<file path="config.mk">
export PLATFORM = sky130hd
export DESIGN_NAME = mks_queue
export DESIGN_NICKNAME = d
export VERILOG_FILES = /design/src/rtl/mks_pkg.sv /design/src/rtl/mks_queue.sv
export SDC_FILE = /design/constraint.sdc
export NUM_CORES = 1
export LEC_CHECK = 0
export BUFFER_PORTS_ARGS = -buffer_cell sky130_fd_sc_hd__buf_4
export CORE_AREA = 4 4 55 57
export CTS_BUF_LIST = sky130_fd_sc_hd__clkbuf_8
export DETAILED_ROUTE_END_ITERATION = 16
export DIE_AREA = 0 0 59 61
export PLACE_DENSITY = 0.92
export SLEW_MARGIN = 30
export SYNTH_ARGS = -nofsm -noshare
export SYNTH_HDL_FRONTEND = slang
export SYNTH_SLANG_ARGS = --single-unit
</file>
<file path="constraint.sdc">
create_clock -name clk -period 3.6 [get_ports clk]
set_clock_uncertainty 0.1 [all_clocks]
set_input_delay 0.9 -clock clk [delete_from_list [all_inputs] [get_ports clk]]
set_output_delay 0.9 -clock clk [all_outputs]
set_load 0.005 [all_outputs]
</file>
<file path="src/rtl/mks_pkg.sv">
package mks_pkg;

    // Defaults for the top-level parameters.
    localparam int DEF_MAX_COLS    = 1024;
    localparam int DEF_MAX_KERNEL  = 5;
    localparam int DEF_SAMPLE_BITS = 16;

    localparam int QUEUE_DEPTH = 4;
    localparam int WEIGHT_FRAC = 14;

    // Widths of the effective configuration as it is handed to the sub-blocks.
    localparam int CFG_ROW_W = 16;
    localparam int CFG_COL_W = 14;
    localparam int HALF_W    = 3;
    localparam int LAG_W     = 16;
    localparam int CFG_IDX_W = 3;
    localparam int CFG_DAT_W = 16;

    // Input commands.
    localparam logic [1:0] CMD_WEIGHT = 2'd0;
    localparam logic [1:0] CMD_PIXEL  = 2'd1;
    localparam logic [1:0] CMD_FLUSH  = 2'd2;

    // Operations carried through the queue.
    localparam logic [1:0] OP_NONE   = 2'd0;
    localparam logic [1:0] OP_WEIGHT = 2'd1;
    localparam logic [1:0] OP_WRITE  = 2'd2;

    // Configuration register indexes.
    localparam logic [CFG_IDX_W-1:0] REG_ROWS   = 3'd0;
    localparam logic [CFG_IDX_W-1:0] REG_COLS   = 3'd1;
    localparam logic [CFG_IDX_W-1:0] REG_HALF_R = 3'd2;
    localparam logic [CFG_IDX_W-1:0] REG_HALF_C = 3'd3;
    localparam logic [CFG_IDX_W-1:0] REG_NORM   = 3'd4;

    typedef struct packed {
        logic [CFG_ROW_W-1:0] rows;
        logic [CFG_COL_W-1:0] cols;
        logic [HALF_W-1:0]    half_r;
        logic [HALF_W-1:0]    half_c;
        logic                 norm;
        logic [LAG_W-1:0]     lag;
    } cfg_t;

endpackage

</file>
<file path="src/rtl/mks_queue.sv">
module mks_queue
    import mks_pkg::*;
#(
    parameter int WIDTH = 8,
    parameter int DEPTH = QUEUE_DEPTH
)
(
    input  logic             clk,
    input  logic             rst_n,
    input  logic             push,
    input  logic [WIDTH-1:0] wr_data,
    input  logic             pop,
    output logic [WIDTH-1:0] rd_data,
    output logic             full,
    output logic             empty
);

    localparam int PW = (DEPTH > 1) ? $clog2(DEPTH) : 1;
    localparam int CW = $clog2(DEPTH + 1);

    logic [WIDTH-1:0] slot_reg [DEPTH];
    logic [PW-1:0]    wr_ptr_reg, rd_ptr_reg;
    logic [CW-1:0]    count_reg;

    assign full    = (count_reg == CW'(DEPTH));
    assign empty   = (count_reg == '0);
    assign rd_data = slot_reg[rd_ptr_reg];

    always_ff @(posedge clk)
    begin
        if (push)
        begin
            slot_reg[wr_ptr_reg] <= wr_data;
        end
    end

    always_ff @(posedge clk or negedge rst_n)
    begin
        if (!rst_n)
        begin
            wr_ptr_reg <= '0;
            rd_ptr_reg <= '0;
            count_reg  <= '0;
        end
        else
        begin
            if (push)
            begin
                wr_ptr_reg <= (wr_ptr_reg == PW'(DEPTH - 1)) ? '0 : wr_ptr_reg + 1'b1;
            end
            if (pop)
            begin
                rd_ptr_reg <= (rd_ptr_reg == PW'(DEPTH - 1)) ? '0 : rd_ptr_reg + 1'b1;
            end
            if (push && !pop)
            begin
                count_reg <= count_reg + 1'b1;
            end
            else if (pop && !push)
            begin
                count_reg <= count_reg - 1'b1;
            end
        end
    end

`ifndef NO_ASSERTIONS
    a_no_overflow: assert property (@(posedge clk) disable iff (!rst_n)
        full |-> !push || pop)
        else $error("queue written while full");
    a_no_underflow: assert property (@(posedge clk) disable iff (!rst_n)
        pop |-> !empty)
        else $error("queue read while empty");
`endif

endmodule

</file>
==> metrics.txt, run 1 <==
slew at the pin with the worst max-slew slack 0.6113 ns; vias in the first global route between 800 and 900; final critical-path required period 2.761 ns; number of distinct library cells after synthesis 18; placement-stage cell area 0.001749 mm^2; leak pwr 0.7191 nW; depth of the worst register-to-register path 2; unrepaired setup endpoints after global routing no; Fill cells about 160; area of combinational cells with multiple inputs 399.1 um^2; average size of a mapped cell 19.88 um^2; total number of vias 782; synthesis-stage register bit count 39; worst-path cell chain mux4_2 > buf_4; Post-DRT Antenna Nets 0; post-DR wirelength/cell 19.39 um; Area growth syn-to-layout 19.84%; highest clock frequency the design can meet 362.2 MHz; effective utilization at floorplan 63.38%; worst reg2reg path startpoint rd_ptr_reg[0]$_DFFE_PN0P_; core footprint ~0.0025 mm^2; Vias/cell 5.750; final core occ about three quarters; io pins 22; setup violators final 0; global router's overall resource usage 18.50%; Final #Nets 124; number of buffers created by CTS 5; worst setup path category reg -> out; clock sink count 39; sum of buffers and inverters on the critical path 1; cell type group with the largest total delay on the critical path flip-flops; Detailed Route Iter0 Violations 3; CP Launch Point rd_ptr_reg[0]$_DFFE_PN0P_; Reg clk slew, reported paths roughly 0.07 ns; overall power 1.493 mW; Critical Path Stages 2; clock tree from TritonCTS done; horizontal die dimension between 50 and 60 um; wire length of the first global-routing pass 4353 um; Mapped Nets a little under 100; antenna violations before repair 0; Clock Tree Buf Depth 2; critical path data required time 2.60 ns; placer's final routability congestion estimate 0.6699; number of DRC violations after detailed routing 0; standard-cell row count 18; # H-tree levels 2; Reg area 0.001136 mm^2; reg-to-reg slack, setup 2.05 ns; data arrival time of the critical path 1.76 ns; maximum VDD drop 0.6248 mV; PostCTS Resize Cnt 0; TritonRoute pass-1 iters 4; power density over the cells 793.2 mW/mm^2; insertion delay of the later-clocked pin in the worst-skew pair 0.29 ns; fin. max-slew vios 0; setup bufs post-CTS 0; cell area after technology mapping 0.001570 mm^2; tightest slew margin relative to the limit 59.24%; post-route fraction of the period consumed by the critical path 76.70%; worst-path cell with the longest stage delay sky130_fd_sc_hd__dfrtp_1; CP peak stage delay 0.73 ns; fraction of layout cells with a size suffix above 1 36.79%; largest net degree at the start of global routing 13; Fin Setup TNS 0 ns; flip-flop count of the largest register, all copies and words added 32; Max Fanout on Critical Path 11; root buffer selected by CTS sky130_fd_sc_hd__clkbuf_8; register area share after synthesis 72.35%; # Max-Cap Violations 0; Die Y-Extent roughly 61 um; number of I/O port buffers 21; post-route setup slack 0.8387 ns; end of the worst register-to-register path rd_ptr_reg[1]$_DFFE_PN0P_; Die Area 0.003599 mm^2; number of cells produced by synthesis 79; crit path launch type flop; run status completed; hold-fix buffers at CTS 0; type of the most critical hold path in -> async; detailed placement HPWL 1881 um; yosys synthesis warning count 0; endpoint type of the worst setup path primary output; Worst setup endpoint rd_data[4]; grt ovf 0; total count of hold-check failures in the final report 0; sum of routed wire length over all layers 2637 um; placement-stage worst setup slack 1.108 ns; final design instance area without fill 0.001882 mm^2; diodes inserted 0
[through the flow]
step | hold slack [ns] | instances
final | 0.3085 | 136
after global routing | 0.2959 | 136
after CTS | 0.3007 | 136
after floorplan | 0.3565 | 79
after detailed placement | 0.3811 | 128
after global placement | 0.3717 | 128
[metal layers]
layer / wire length [um] / track usage, % / share of wire (%)
met1: 1009 / 19.86 / 38
met2: 1428 / 31.70 / 54
met3: 130 / 6.596 / 4.9
met4: 68 / 10.68 / 2.6
met5: 0 / 0 / 0
[worst min-delay path by stage]
stage                             start                        to  slack (ns)  cells after the start
6_report                          rst_n  count_reg[2]$_DFFE_PN0P_        0.31                      1
5_1_grt                           rst_n  count_reg[2]$_DFFE_PN0P_        0.30                      1
4_1_cts                           rst_n  count_reg[2]$_DFFE_PN0P_        0.30                      1
3_5_place_dp   count_reg[2]$_DFFE_PN0P_  count_reg[2]$_DFFE_PN0P_        0.38                      1
3_3_place_gp   count_reg[2]$_DFFE_PN0P_  count_reg[2]$_DFFE_PN0P_        0.37                      1
2_1_floorplan  count_reg[2]$_DFFE_PN0P_  count_reg[2]$_DFFE_PN0P_        0.36                      1
[synthesized netlist by cell type]
library cell,count,area share [%]
sky130_fd_sc_hd__nor2_1,2,0.48
sky130_fd_sc_hd__nor3b_1,1,0.48
sky130_fd_sc_hd__mux2_2,3,2.2
sky130_fd_sc_hd__nand2_1,1,0.24
sky130_fd_sc_hd__mux4_2,8,11
sky130_fd_sc_hd__o21ai_0,2,0.64
sky130_fd_sc_hd__inv_1,5,1.2
sky130_fd_sc_hd__xor2_1,2,1.1
sky130_fd_sc_hd__buf_6,1,0.72
sky130_fd_sc_hd__nor3_1,1,0.32
sky130_fd_sc_hd__ha_1,6,4.8
sky130_fd_sc_hd__fa_1,1,1.3
sky130_fd_sc_hd__and2_1,4,1.6
sky130_fd_sc_hd__xnor2_1,1,0.56
sky130_fd_sc_hd__buf_2,1,0.32
sky130_fd_sc_hd__edfxtp_1,32,61
sky130_fd_sc_hd__nand3_1,1,0.32
sky130_fd_sc_hd__dfrtp_1,7,11
[worst reg2reg max path, cell delays in order (launching register included)]
cell and delay (ns):
sky130_fd_sc_hd__dfrtp_1 0.73, sky130_fd_sc_hd__ha_1 0.34, sky130_fd_sc_hd__mux2_2 0.26
[cell families (layout without fill, tap and decap cells)]
family	after synthesis	in the layout	synth area share, %
flops	39	39	72.35
buf+inv	7	34	2.231
xor+xnor	3	3	1.674
mux	11	11	13.63
compound gates	2	2	0.6375
fa+ha+maj	7	7	6.056
simple gates	10	10	3.426
[placed cells by master (no fill, tap or decap), types with 2 or more instances in the layout]
cell type                   Yosys  routed
sky130_fd_sc_hd__edfxtp_1      32      32
sky130_fd_sc_hd__buf_4          0      21
sky130_fd_sc_hd__mux4_2         8       8
sky130_fd_sc_hd__dfrtp_1        7       7
sky130_fd_sc_hd__inv_1          5       6
sky130_fd_sc_hd__ha_1           6       6
sky130_fd_sc_hd__clkbuf_8       0       5
sky130_fd_sc_hd__and2_1         4       4
sky130_fd_sc_hd__mux2_2         3       3
sky130_fd_sc_hd__o21ai_0        2       2
sky130_fd_sc_hd__nor2_1         2       2
sky130_fd_sc_hd__xor2_1         2       2
sky130_fd_sc_hd__bufinv_16      0       2
[where the power goes]
group	switching (mW)	total [mW]	internal [mW]
logic	0.144	0.381	0.238
clock network	0.143	0.417	0.274
registers	0.101	0.695	0.594
[layout make-up]
| type | instances | share of cell area [%] |
|---|---|---|
| multi-input combinational | 33 | 21.21 |
| clock buffer | 5 | 3.657 |
| inverter | 5 | 0.9973 |
| timing repair buffer | 21 | 8.378 |
| tap | 30 | 1.995 |
| sequential | 39 | 60.37 |
| clock inverter | 3 | 3.391 |
(Power assumes the default switching activity.)
==> run 2, diff against run 1 <==
--- a/config.mk
+++ b/config.mk
@@ -6,11 +6,11 @@
 export NUM_CORES = 1
 export LEC_CHECK = 0
 export BUFFER_PORTS_ARGS = -buffer_cell sky130_fd_sc_hd__buf_4
-export CORE_AREA = 4 4 55 57
+export CORE_AREA = 4 4 58 60
 export CTS_BUF_LIST = sky130_fd_sc_hd__clkbuf_8
 export DETAILED_ROUTE_END_ITERATION = 16
-export DIE_AREA = 0 0 59 61
-export PLACE_DENSITY = 0.92
+export DIE_AREA = 0 0 62 64
+export PLACE_DENSITY = 0.84
 export SLEW_MARGIN = 30
 export SYNTH_ARGS = -nofsm -noshare
 export SYNTH_HDL_FRONTEND = slang
==> constraint.sdc (replaced) <==
create_clock -name clk -period 2.86 [get_ports clk]
set_clock_uncertainty 0.1 [all_clocks]
set_input_delay 0.715 -clock clk [delete_from_list [all_inputs] [get_ports clk]]
set_output_delay 0.715 -clock clk [all_outputs]
set_load 0.005 [all_outputs]
==> run 2 against run 1 <==
Net effect: highest routed layer unchanged; clock power up 3%; sequential share of layout area up 0.69 points; routed wire length shrank 6.9%; global-route usage shrank 3.9 points; final cell count increased by 2.2%; non-clock buffer count is the same; critical path depth is the same; die area grew 10%; via count shrank 5.0%; setup slack worse by 0.55 ns; utilization is 12 points lower; largest power group unchanged; register-to-register slack got worse by 0.73 ns.
==> metrics.txt, run 2 (same netlist as run 1, synthesis figures left out) <==
run status completed; wire length of the first global-routing pass 4002 um (-8.1%); placement-stage worst setup slack 0.5666 ns (-0.5418 ns); met2 capacity usage during global routing 24.87% (-6.8 points); Post-DRT Antenna Nets 0 (unchanged); power density over the cells 955.3 mW/mm^2 (+20%); sum of routed wire length over all layers 2454 um (-6.9%); io pins 22 (unchanged); effective utilization at floorplan 53.63% (-9.8 points); grt ovf 0 (unchanged); Detailed Route Iter0 Violations 29 (+26); diodes inserted 0 (unchanged); leak pwr 0.7051 nW (-1.9%); post-DR wirelength/cell 17.65 um (-8.9%); global router's overall resource usage 14.60% (-3.9 points); Seq pwr share 48.8% (+2.3 points); Vias/cell 5.345 (-7.0%); number of DRC violations after detailed routing 0 (unchanged); data arrival time of the critical path 1.75 ns (about the same); core footprint 0.002928 mm^2 (+18%); Power Internal 1.300 mW (+18%); TritonRoute pass-1 iters 4 (unchanged); final critical-path required period ~2.6 ns; switching fraction of total power 26.84% (+0.89 points); vias in the first global route 849 (unchanged); detailed placement HPWL 1803 um (-4.1%); unrepaired setup endpoints after global routing no; most utilized layer in the global route result met2; Reg clk slew, reported paths 0.07 ns (about the same); hold-fix buffers at CTS 0 (unchanged); horizontal die dimension 62 um (+5.1%); root buffer selected by CTS sky130_fd_sc_hd__clkbuf_8; worst-path cell with the longest stage delay sky130_fd_sc_hd__dfrtp_1; # H-tree levels 2 (unchanged); total net switching power 477.0 uW (+23%); cell type group with the largest total delay on the critical path flip-flops; Area growth syn-to-layout 18.49%; antenna violations before repair 0 (unchanged); clock share of power 24.2% (-3.7 points); worst-path cell chain mux4_2 > buf_4; fin. max-slew vios 0 (unchanged); clock tree from TritonCTS done; critical path data required time 2.05 ns (-0.55 ns); met1 track utilization from global routing 15.88% (-4.0 points); sum of buffers and inverters on the critical path 1 (unchanged); number of buffers created by CTS 5 (unchanged); largest net degree at the start of global routing 13 (unchanged); Placed Cells incl. Taps 131 (+2.3%); PostCTS Resize Cnt 0 (unchanged); standard-cell row count 20 (+2); maximum VDD drop 0.7711 mV (+23%); M3 GR Usage 6.061% (-0.54 points); Gate power share 27.0% (+1.5 points); number of I/O port buffers 21 (unchanged); Max Fanout on Critical Path 11 (unchanged); insertion delay of the later-clocked pin in the worst-skew pair 0.28 ns (about the same); most frequent cells in the layout 32 x sky130_fd_sc_hd__edfxtp_1, 21 x sky130_fd_sc_hd__buf_4, 8 x sky130_fd_sc_hd__mux4_2; total number of vias 743 (-5.0%); post-route setup slack 0.2935 ns (-0.5452 ns); Die Area 0.003968 mm^2 (+10%); fraction of layout cells with a size suffix above 1 36.79% (unchanged); overall power 1.777 mW (+19%); type of the most critical hold path in -> async; post-route non-filler standard cell count 139 (+2.2%); # Max-Cap Violations 0 (unchanged); Fin Setup TNS 0 ns (unchanged); flip-flop count of the largest register, all copies and words added 32 (unchanged); slew at the pin with the worst max-slew slack 0.6048 ns (-0.006574 ns); most common cell after layout, fill and taps aside sky130_fd_sc_hd__edfxtp_1; CP peak stage delay 0.73 ns (about the same); endpoint type of the worst setup path primary output; setup bufs post-CTS 0 (unchanged); clock sink count 39 (unchanged); Clock Tree Buf Depth 2 (unchanged); crit path launch type flop; placer's final routability congestion estimate 0.6861 (+2.4%); post-route fraction of the period consumed by the critical path 89.74%; total count of hold-check failures in the final report 0 (unchanged); highest clock frequency the design can meet about 390 MHz; Die Y-Extent 64 um (+4.9%); tightest slew margin relative to the limit 59.68% (+0.44 points); worst setup path category reg -> out; Final #Nets 124 (unchanged); setup violators final 0 (unchanged)
## run 2: cell types whose count changed in the layout (fill, tap and decap cells not counted), sizes merged
cell / delta
inv: -1
clkinv: +2
bufinv: -1
## run 2: worst paths after layout
| path | startpoint | endpoint | slack, ns | cells after the start |
|---|---|---|---|---|
| max | rd_ptr_reg[0]$_DFFE_PN0P_ | rd_data[5] | 0.29 | 2 |
| min | rst_n | count_reg[2]$_DFFE_PN0P_ | 0.13 | 1 |
| max reg2reg | rd_ptr_reg[0]$_DFFE_PN0P_ | rd_ptr_reg[1]$_DFFE_PN0P_ | 1.32 | 2 |
| min reg2reg | count_reg[2]$_DFFE_PN0P_ | count_reg[2]$_DFFE_PN0P_ | 0.41 | 1 |
| max in group asynchronous | rst_n | wr_ptr_reg[0]$_DFFE_PN0P_ | 2.41 | 1 |
| min in group clk | count_reg[2]$_DFFE_PN0P_ | count_reg[2]$_DFFE_PN0P_ | 0.41 | 1 |
## run 2: power by group through the flow
stage	clock network, mW	registers (mW)	logic [mW]
2_1_floorplan	0	0.805	0.354
3_3_place_gp	0	0.869	0.461
3_5_place_dp	0	0.885	0.491
4_1_cts	0.439	0.873	0.492
5_1_grt	0.462	0.891	0.538
6_report	0.431	0.867	0.480
## run 2: per-stage QoR
| step | hold slack, ns | utilization (%) | instance area, um^2 |
|---|---|---|---|
| 3_3_place_gp | 0.3735 | 59.87 | 1753 |
| 4_1_cts | 0.1276 | 63.55 | 1861 |
| 2_1_floorplan | 0.3194 | - | 1570 |
| 3_5_place_dp | 0.3942 | 59.87 | 1753 |
| 6_report | 0.1294 | 63.55 | 1861 |
| 5_1_grt | 0.1210 | 63.55 | 1861 |
## run 2: per-layer routing
metal	part of all wire, %	vias to the layer above
li1	-	351
met1	39	375
met2	56	15
met3	4.9	2
met4	0.49	0
met5	0	-
## run 2: layout make-up
| type | instances | area (um^2) |
|---|---|---|
| Clock buffer | 5 | 68.82 |
| Multi-Input combinational cell | 33 | 399.1 |
| Clock inverter | 3 | 38.79 |
| Fill cell | 206 | 1067 |
| Inverter | 5 | 18.77 |
| Sequential cell | 39 | 1136 |
| Tap cell | 33 | 41.29 |
| Timing Repair Buffer | 21 | 157.7 |
