[src/rtl/mks_pkg.sv]
package mks_pkg;

    // Defaults for the top-level parameters.
    localparam int DEF_MAX_COLS    = 1024;
    localparam int DEF_MAX_KERNEL  = 5;
    localparam int DEF_SAMPLE_BITS = 16;

    localparam int QUEUE_DEPTH = 4;
    localparam int WEIGHT_FRAC = 14;

    // Widths of the effective configuration as it is handed to the sub-blocks.
    localparam int CFG_ROW_W = 16;
    localparam int CFG_COL_W = 14;
    localparam int HALF_W    = 3;
    localparam int LAG_W     = 16;
    localparam int CFG_IDX_W = 3;
    localparam int CFG_DAT_W = 16;

    // Input commands.
    localparam logic [1:0] CMD_WEIGHT = 2'd0;
    localparam logic [1:0] CMD_PIXEL  = 2'd1;
    localparam logic [1:0] CMD_FLUSH  = 2'd2;

    // Operations carried through the queue.
    localparam logic [1:0] OP_NONE   = 2'd0;
    localparam logic [1:0] OP_WEIGHT = 2'd1;
    localparam logic [1:0] OP_WRITE  = 2'd2;

    // Configuration register indexes.
    localparam logic [CFG_IDX_W-1:0] REG_ROWS   = 3'd0;
    localparam logic [CFG_IDX_W-1:0] REG_COLS   = 3'd1;
    localparam logic [CFG_IDX_W-1:0] REG_HALF_R = 3'd2;
    localparam logic [CFG_IDX_W-1:0] REG_HALF_C = 3'd3;
    localparam logic [CFG_IDX_W-1:0] REG_NORM   = 3'd4;

    typedef struct packed {
        logic [CFG_ROW_W-1:0] rows;
        logic [CFG_COL_W-1:0] cols;
        logic [HALF_W-1:0]    half_r;
        logic [HALF_W-1:0]    half_c;
        logic                 norm;
        logic [LAG_W-1:0]     lag;
    } cfg_t;

endpackage

[src/rtl/mks_front.sv]
module mks_front
    import mks_pkg::*;
#(
    parameter int MAX_COLS    = DEF_MAX_COLS,
    parameter int MAX_KERNEL  = DEF_MAX_KERNEL,
    parameter int SAMPLE_BITS = DEF_SAMPLE_BITS,
    parameter int EW          = 8
)
(
    input  logic                   clk,
    input  logic                   rst_n,
    input  cfg_t                   cfg,
    input  logic                   clear,
    input  logic                   in_valid,
    output logic                   in_stall,
    input  logic [1:0]             command,
    input  logic [SAMPLE_BITS-1:0] sample,
    input  logic                   sample_valid,
    input  logic [4:0]             weight_index,
    input  logic [15:0]            weight_value,
    output logic                   q_push,
    output logic [EW-1:0]          q_data,
    input  logic                   q_full
);

    localparam int COLW = $clog2(MAX_COLS);
    localparam int LW   = (MAX_KERNEL > 1) ? $clog2(MAX_KERNEL) : 1;

    logic [CFG_ROW_W-1:0] in_row_reg, in_row_next, out_row_reg, out_row_next;
    logic [COLW-1:0]      in_col_reg, in_col_next, out_col_reg, out_col_next;
    logic [LW-1:0]        in_line_reg, in_line_next, out_line_reg, out_line_next;
    logic [LAG_W:0]       pend_reg, pend_next;

    logic                 accept, complete, is_wt, is_wr, produce, last;
    logic [CFG_COL_W-1:0] in_col_inc, out_col_inc;
    logic [CFG_ROW_W:0]   out_row_inc;
    logic [1:0]           op;

    assign in_stall = q_full;
    assign accept   = in_valid && !q_full;
    assign complete = (in_row_reg >= cfg.rows);
    assign is_wt    = accept && (command == CMD_WEIGHT);
    assign is_wr    = accept && (command == CMD_PIXEL) && !complete;

    assign in_col_inc  = CFG_COL_W'(in_col_reg) + 1'b1;
    assign out_col_inc = CFG_COL_W'(out_col_reg) + 1'b1;
    assign out_row_inc = {1'b0, out_row_reg} + 1'b1;

    // A result is due once more than the lag is buffered, or whenever the frame is complete.
    assign produce = (is_wr && ((pend_reg + 1'b1) > {1'b0, cfg.lag}))
                   || (accept && complete
                       && ((command == CMD_PIXEL) || (command == CMD_FLUSH)));

    assign last = (out_row_reg == cfg.rows - 1'b1) && (out_col_inc == cfg.cols);

    assign op     = is_wt ? OP_WEIGHT : (is_wr ? OP_WRITE : OP_NONE);
    assign q_push = is_wt || is_wr || produce;
    assign q_data = {op, produce, in_line_reg, in_col_reg, sample, sample_valid,
                     weight_index, weight_value, out_row_reg, out_col_reg,
                     out_line_reg, last};

    always_comb
    begin
        in_row_next   = in_row_reg;
        in_col_next   = in_col_reg;
        in_line_next  = in_line_reg;
        out_row_next  = out_row_reg;
        out_col_next  = out_col_reg;
        out_line_next = out_line_reg;
        pend_next     = pend_reg + (LAG_W+1)'(is_wr) - (LAG_W+1)'(produce);
        if (is_wr)
        begin
            if (in_col_inc >= cfg.cols)
            begin
                in_col_next  = '0;
                in_row_next  = in_row_reg + 1'b1;
                in_line_next = (in_line_reg == LW'(MAX_KERNEL - 1)) ? '0 : in_line_reg + 1'b1;
            end
            else
            begin
                in_col_next = in_col_reg + 1'b1;
            end
        end
        if (produce)
        begin
            if (out_col_inc >= cfg.cols)
            begin
                out_col_next  = '0;
                out_row_next  = out_row_reg + 1'b1;
                out_line_next = (out_line_reg == LW'(MAX_KERNEL - 1)) ? '0 : out_line_reg + 1'b1;
                if (out_row_inc >= {1'b0, cfg.rows})
                begin
                    in_row_next   = '0;
                    in_col_next   = '0;
                    in_line_next  = '0;
                    out_row_next  = '0;
                    out_line_next = '0;
                    pend_next     = '0;
                end
            end
            else
            begin
                out_col_next = out_col_reg + 1'b1;
            end
        end
        if (clear)
        begin
            in_row_next   = '0;
            in_col_next   = '0;
            in_line_next  = '0;
            out_row_next  = '0;
            out_col_next  = '0;
            out_line_next = '0;
            pend_next     = '0;
        end
    end

    always_ff @(posedge clk or negedge rst_n)
    begin
        if (!rst_n)
        begin
            in_row_reg   <= '0;
            in_col_reg   <= '0;
            in_line_reg  <= '0;
            out_row_reg  <= '0;
            out_col_reg  <= '0;
            out_line_reg <= '0;
            pend_reg     <= '0;
        end
        else
        begin
            in_row_reg   <= in_row_next;
            in_col_reg   <= in_col_next;
            in_line_reg  <= in_line_next;
            out_row_reg  <= out_row_next;
            out_col_reg  <= out_col_next;
            out_line_reg <= out_line_next;
            pend_reg     <= pend_next;
        end
    end

`ifndef NO_ASSERTIONS
    a_pend_bound: assert property (@(posedge clk) disable iff (!rst_n)
        pend_reg <= {1'b0, cfg.lag} + 1'b1)
        else $error("more samples buffered than the window lag allows");
    a_flush_has_work: assert property (@(posedge clk) disable iff (!rst_n)
        complete |-> pend_reg != '0)
        else $error("frame complete with nothing pending");
    a_push_free: assert property (@(posedge clk) disable iff (!rst_n)
        q_push |-> !q_full)
        else $error("transaction pushed into a full queue");
`endif

endmodule

[config.mk]
export PLATFORM = sky130hd
export DESIGN_NAME = mks_front
export DESIGN_NICKNAME = d
export VERILOG_FILES = /design/src/rtl/mks_pkg.sv /design/src/rtl/mks_front.sv
export SDC_FILE = /design/constraint.sdc
export NUM_CORES = 1
export LEC_CHECK = 0
export ABC_CLOCK_PERIOD_IN_PS = 6700
export CAP_MARGIN = 30
export CORE_AREA = 2 2 176 178
export CTS_CLUSTER_SIZE = 25
export DETAILED_ROUTE_END_ITERATION = 10
export DIE_AREA = 0 0 178 180
export DONT_BUFFER_PORTS = 1
export PLACE_DENSITY_LB_ADDON = 0.3
export SYNTH_ARGS = -nofsm -noshare
export SYNTH_HDL_FRONTEND = slang
export SYNTH_SLANG_ARGS = --single-unit
export TNS_END_PERCENT = 50
[constraint.sdc]
create_clock -name clk -period 6.7 [get_ports clk]
set_input_delay 0.335 -clock clk [delete_from_list [all_inputs] [get_ports clk]]
set_output_delay 0.335 -clock clk [all_outputs]
set_load 0.01 [all_outputs]
==> results of run 1 <==
==> cell usage after synthesis, types with 4 or more instances <==
| master | instances | area share |
|---|---|---|
| nand4_1 | 13 | 0.011 |
| a21oi_1 | 38 | 0.026 |
| xor2_1 | 31 | 0.037 |
| nor3_1 | 34 | 0.023 |
| o31ai_1 | 14 | 0.014 |
| or4_1 | 6 | 0.0061 |
| ha_1 | 111 | 0.19 |
| dfrtp_1 | 72 | 0.24 |
| o32ai_1 | 6 | 0.0071 |
| nor2_1 | 41 | 0.021 |
| nor2b_1 | 6 | 0.0051 |
| nand3_1 | 49 | 0.033 |
| buf_2 | 9 | 0.0061 |
| a211oi_2 | 7 | 0.012 |
| and2_1 | 5 | 0.0042 |
| and4_1 | 5 | 0.0059 |
| o21ai_1 | 4 | 0.0027 |
| o21ai_0 | 39 | 0.026 |
| xnor2_1 | 49 | 0.058 |
| o211ai_1 | 5 | 0.0051 |
| buf_4 | 7 | 0.0071 |
| o2111ai_1 | 6 | 0.0071 |
| nor4_1 | 7 | 0.0059 |
| o21a_1 | 8 | 0.0081 |
| a21o_1 | 9 | 0.0091 |
| a22oi_1 | 6 | 0.0061 |
| mux2i_1 | 17 | 0.023 |
| or3_1 | 13 | 0.011 |
| inv_1 | 82 | 0.041 |
| a211oi_1 | 26 | 0.026 |
| clkbuf_1 | 22 | 0.011 |
| and3_1 | 24 | 0.020 |
| nand2_1 | 76 | 0.038 |
==> worst max-delay path: cells and delay by family (launching register included) <==
family / cells / cell delay, ns
multiplexers: 1 / 0.29
XOR/XNOR: 1 / 0.15
AND/OR/NAND/NOR: 9 / 1.79
AO/OA/AOI/OAI: 6 / 1.65
flip-flops: 1 / 0.46
adder cells (fa/ha/maj): 5 / 1.38
buffers and inverters: 2 / 0.26
==> final timing paths <==
check	start	end	slack, ns	cells after the start
setup / recovery	pend_reg[0]	pend_reg[16]	0.61	24
hold / removal	clear	out_col_reg[9]	0.06	1
setup reg to reg	pend_reg[0]	pend_reg[16]	0.61	24
hold reg to reg	in_col_reg[1]	in_col_reg[1]	0.55	2
max in group asynchronous	rst_n	in_row_reg[0]	5.81	2
min in group asynchronous	rst_n	pend_reg[1]	0.59	2
==> power groups by stage <==
stage / registers (mW) / clock network (mW) / logic [mW]
2_1_floorplan: 0.527 / 0 / 0.710
3_3_place_gp: 0.547 / 0 / 0.854
3_5_place_dp: 0.547 / 0 / 0.849
4_1_cts: 0.540 / 0.606 / 0.876
5_1_grt: 0.547 / 0.622 / 0.997
6_report: 0.539 / 0.587 / 0.876
==> logic make-up (layout without fill, tap and decap cells) <==
logic type,count (synthesis),after routing
adder cells (fa/ha/maj),112,112
AO/OA/AOI/OAI,196,196
multiplexers,19,19
AND/OR/NAND/NOR,290,290
XOR/XNOR,80,80
flip-flops,72,72
buffers and inverters,124,106
==> repair_timing <==
| action | CTS | global route |
|---|---|---|
| hold buffers | 2 | 0 |
| gates resized for setup | 0 | 0 |
| hold endpoints to repair | 72 | 0 |
==> area by class of cell <==
type	instances	area, um^2
Inverter	83	311.5
Sequential cell	72	1802
Multi-Input combinational cell	697	5134
Tap cell	396	495.5
Fill cell	3235	22010
Clock inverter	6	115.1
Clock buffer	10	239.0
Timing Repair Buffer	7	82.58
==> stage by stage <==
stage / worst slack [ns] / instances / utilization / power, mW
CTS: 0.6117 / 1271 / 0.2709 / 2.021
global placement: 0.7450 / 1252 / 0.2575 / 1.401
finish: 0.6122 / 1271 / 0.2709 / 2.001
floorplan: 1.610 / 893 / - / 1.237
global route: 0.01627 / 1271 / 0.2709 / 2.167
detailed placement: 0.6518 / 1253 / 0.2580 / 1.397
==> per-layer routing <==
layer,global-route usage,up-vias
met1,0.1640,2904
met5,0,-
met3,0.02284,9
met2,0.2034,103
li1,-,3175
met4,0.02721,0
==> metrics.md, run 1 <==
| Metric | Value |
|---|---|
| Status | finished clean |
| Worst Hold Class | in -> reg |
| Post-synthesis mux area share | 0.02593 |
| Synth Area in Adders | 0.1896 |
| Switching part of the total power | 0.3808 |
| Worst-path fanout max | 13 |
| Clock power frac | 0.293 |
| Clk buf depth | 2 |
| Final hold slack | 0.06058 ns |
| Cells after Synth | 893 |
| Port bufs | 0 |
| Antenna diodes | 0 |
| Placed wire-length estimate | 14.53 mm |
| Remaining global-route overflow | 0 |
| GP Congestion | 0.7947 |
| Crit start category | flip-flop |
| Area growth syn-to-layout | 10.07% |
| Vias in the first global route | 6100 |
| F_max | 0.1643 GHz |
| Sequential Power Share | 0.269 |
| Static leakage | 3.740 nW |
| Sequential fraction of the synthesis area | 0.2425 |
| Worst EP arrival | 6.34 ns |
| WP data required | 6.95 ns |
| Crit. End Element | flip-flop |
| Antenna Nets Post-Route | 0 |
| RSZ-0062 raised after global routing | no |
| Height of the die | 180 um |
| Via count | 6191 |
| Synth Flop Type | dfrtp_1 |
| Final setup viols | 0 |
| Initial DRT Pass Iterations | 5 |
| Max Used Layer | met4 |
| Synthesized Nets | 1103 |
| Worst skew pair latency | 0.34 ns |
| Crit path cell chain | ha_1, and4_1, and2_1, nand2_1, xnor2_1, ha_1, nand4_1, nor4_1, o31ai_1, a32oi_1, o211ai_1, buf_4, nand2_1, ha_1, inv_1, ha_1, fa_1, a211oi_1, o21ai_0, nor3b_1, nor3_1, nor2_1, mux2_2, a211oi_1 |
| Setup Skew | 0.01241 ns |
| Met3 WL | 855 um |
| Initial Util | 0.2461 |
| Die area | 32040 um^2 |
| Chip Width | 178 um |
| Logic pwr share | 0.438 |
| Max Cap Viol | 0 |
| Number of synthesized register bits | 72 |
| Rows | 64 |
| Main combinational cell family by area after synthesis | simple AND/OR/NAND/NOR gates |
| Slowest CP cell | a32oi_1 |
| Drt drc | 0 |
| # IOs | 108 |
| Worst slew margin | 0.3816 |
| Worst Tran Pin Value | 0.9221 ns |
| First-pass GRT wire length | 31.60 mm |
| Ys async rst share | 1.000 |
| Final period utilization | 0.9086 |
| CTS sink cnt | 72 |
| CTS Buf Count | 9 |
| YS warnings | 0 |
| Fin area | 8179 um^2 |
| Largest stage delay, worst path | 0.57 ns |
| Commonest non-fill, non-tap cell in the layout | ha_1 |
| Netlist area before placement | 7431 um^2 |
| Core Footprint | 30190 um^2 |
| Synth Area in Compound Gates | 0.1842 |
| Max VDD drop | 0.1336 mV |
| Post-synthesis simple-gate area fraction | 0.1958 |
| Setup TNS | 0 ns |
| Switching pwr | 762.0 uW |
| Post-synth EDFFs | 0 |
| Xor/xnor share of the synthesized area | 0.09429 |
| Minimum clock period | 6.088 ns |
| H-tree level count | 3 |
| Post-Route WL | 19.27 mm |
| Crit Path Class | reg -> reg |
| Routed length on met2 | 8.902 mm |
| Drt wl/cell | 15.16 um |
| GRT Util Overall | 0.1225 |
| Root Buffer Master | clkbuf_16 |
| Cell mode on critical path | ha_1 |
| Pin count of the biggest net entering global routing | 73 |
| Placed Area | 7787 um^2 |
| Layout cell share with drive strength beyond 1 | 0.04571 |
| Layout Nets | 1080 |
| Final hold vios | 0 |
| CTS tree | built |
| Most frequent cells in the layout | 111 x ha_1, 82 x inv_1, 76 x nand2_1 |
| Worst-path clk slew | 0.07 ns |
| Mean Syn Cell Area | 8.321 um^2 |
| Met1 Routed Length | 9.352 mm |
| Library cells used by synthesis | 63 |
| Initial DRC Count | 449 |
| P per Cell Area | 244.7 nW/um^2 |
| Largest register FFs | 17 |
| Via density | 4.871 |
| Postcts setup bufs | 0 |
| Cell Int Power | 1.239 mW |
| Initial antenna violation count | 0 |
| Max-slew violations | 0 |
No activity file was read; power rests on OpenSTA's default activity.
==> run 2, diff against run 1 <==
==> constraint.sdc (replaced) <==
create_clock -name clk -period 6.7 [get_ports clk]
set_input_delay 1.34 -clock clk [delete_from_list [all_inputs] [get_ports clk]]
set_output_delay 1.34 -clock clk [all_outputs]
set_load 0.01 [all_outputs]
==> run 2 against run 1 <==
Non-clock buffer count fell by 1. Maximum frequency up 0.21%. Worst setup slack better by 0.013 ns. Sequential share of layout area grew 0.10 points. Routed wire length rose by 0.90%. Worst hold slack better by 0.50 ns. Final area fell by 0.47%. First-iteration DRC count up 7.6%. Count of clock-buffer cells in the layout is 1 lower. Via count increased by 0.48%. Global-route usage grew 0.37 points. Critical path type unchanged.
==> metrics.md, run 2 (synthesized netlist as in run 1, its figures left out) <==
| Metric | Value |
|---|---|
| Status | finished clean |
| CP endpoint | pend_reg[16] |
| Initial DRC Count | 483 |
| Drt drc | 0 |
| Slowest CP cell | a32oi_1 |
| Antenna Nets Post-Route | 0 |
| Worst Tran Pin Value | 0.9263 ns |
| Crit start category | flip-flop |
| Worst Hold Class | reg -> reg |
| Clk buf depth | 2 |
| Post-Route WL | 19.44 mm |
| Final setup viols | 0 |
| Chip Width | 178 um |
| Via density | 4.898 |
| GRT Util Overall | 0.1262 |
| Crit path cell chain | ha_1, and4_1, and2_1, nand2_1, xnor2_1, ha_1, nand4_1, nor4_1, o31ai_1, a32oi_1, o211ai_1, buf_4, nand2_1, ha_1, inv_1, ha_1, fa_1, a211oi_1, o21ai_0, nor3b_1, nor3_1, nor2_1, mux2_2, a211oi_1 |
| Drt wl/cell | 15.31 um |
| Postcts setup bufs | 0 |
| Largest stage delay, worst path | 0.55 ns |
| Static leakage | 3.723 nW |
| CTS Buf Count | 9 |
| RR Endpoint | pend_reg[16] |
| P per Cell Area | 242.1 nW/um^2 |
| Worst slew margin | 0.3787 |
| Initial antenna violation count | 0 |
| Remaining global-route overflow | 0 |
| Height of the die | 180 um |
| H-tree level count | 3 |
| Post-CTS Hold Buffers | 0 |
| Minimum clock period | 6.075 ns |
| Via count | 6221 |
| Switching part of the total power | 0.3785 |
| Setup TNS | 0 ns |
| Placed wire-length estimate | 14.53 mm |
| Worst-path clk slew | 0.06 ns |
| Clock power frac | 0.291 |
| Sequential Power Share | 0.274 |
| Cell Int Power | 1.225 mW |
| Switching pwr | 746.0 uW |
| Most frequent cells in the layout | 111 x ha_1, 82 x inv_1, 76 x nand2_1 |
| Worst skew pair latency | 0.34 ns |
| Area growth syn-to-layout | 9.547% |
| # IOs | 108 |
| Storage cell area | 1802 um^2 |
| Port bufs | 0 |
| Worst-path fanout max | 13 |
| Worst Hold Launch | in_col_reg[1] |
| First-pass GRT wire length | 32.61 mm |
| CTS tree | built |
| Initial Util | 0.2461 |
| Final hold vios | 0 |
| Crit Path Class | reg -> reg |
| Vias in the first global route | 6295 |
| Final hold slack | 0.5562 ns |
| CP Launch Point | pend_reg[0] |
| Root Buffer Master | clkbuf_16 |
| Multi-input logic area | 5134 um^2 |
| Final period utilization | 0.9068 |
| R2R Setup Slk | 0.62 ns |
| Crit. End Element | flip-flop |
| Max VDD drop | 0.1074 mV |
| Commonest non-fill, non-tap cell in the layout | ha_1 |
| Initial DRT Pass Iterations | 4 |
| PnR Total Power | 1.971 mW |
| Worst EP arrival | 6.33 ns |
| Logic pwr share | 0.434 |
| Worst r2r src | pend_reg[0] |
| Die area | 32040 um^2 |
| Max-slew violations | 0 |
| F_max | 0.1646 GHz |
| Cell mode on critical path | ha_1 |
| Post_cts resized | 0 |
| Largest register FFs | 17 |
| Setup Skew | 0.009574 ns |
| Rows | 64 |
| WP data required | 6.96 ns |
| Antenna diodes | 0 |
| Fillcell total | 3253 |
| Layout cell share with drive strength beyond 1 | 0.04577 |
| RSZ-0062 raised after global routing | no |
| Layout Nets | 1079 |
| Worst Reg2Reg Path Length in Cells | 24 |
| Max Cap Viol | 0 |
| CTS sink cnt | 72 |
| Pin count of the biggest net entering global routing | 73 |
| Core Footprint | 30190 um^2 |
| GP Congestion | 0.7862 |
## run 2: cell count changes in the layout (fill, tap and decap cells not counted), sizes merged
cell	before	now
inv	83	82
clkbuf	10	9
clkinv	2	4
dlygate4sd3	1	0
## run 2: worst min path at each step
stage | endpoint | slack, ns | depth (start not counted)
after floorplan | in_col_reg[1] | 0.52 | 2
after global placement | in_col_reg[1] | 0.55 | 2
after detailed placement | in_col_reg[1] | 0.55 | 2
after CTS | in_col_reg[1] | 0.56 | 2
after global routing | in_col_reg[8] | 0.58 | 2
final | in_col_reg[1] | 0.56 | 2
## run 2: cell type report
type,instances,area share
Multi-Input combinational cell,697,0.6306
Inverter,83,0.03827
Clock buffer,9,0.02767
Tap cell,396,0.06087
Sequential cell,72,0.2213
Timing Repair Buffer,6,0.006456
Clock inverter,7,0.01476
## run 2: layer usage
metal | up-vias | global-route usage | wire length, um
li1 | 3168 | - | -
met1 | 2952 | 0.1697 | 9407
met2 | 90 | 0.2109 | 9116
met3 | 11 | 0.02030 | 748
met4 | 0 | 0.02852 | 167
met5 | - | 0 | 0
## run 2: worst max-delay path, delay by kind of cell, from the launching register on
family	cells	cell delay, ns
compound gates	6	1.63
mux	1	0.30
fa+ha+maj	5	1.35
simple gates	9	1.83
buf+inv	2	0.26
flops	1	0.46
xor+xnor	1	0.13
## run 2: through the flow
stage,setup WS [ns],std cells,cell area (um^2),util
5_1_grt,0.07865,1270,8140,0.2696
3_3_place_gp,0.7198,1253,7780,0.2577
3_5_place_dp,0.6078,1254,7795,0.2582
6_report,0.6247,1270,8140,0.2696
4_1_cts,0.5925,1270,8140,0.2696
2_1_floorplan,1.393,893,7431,-
## run 2: power by group through the flow
stage               clock network, mW  registers (mW)  logic (mW)
floorplan                           0           0.527       0.710
global placement                    0           0.547       0.848
detailed placement                  0           0.549       0.846
CTS                             0.589           0.541       0.861
global route                    0.611           0.549       0.994
finish                          0.574           0.541       0.856
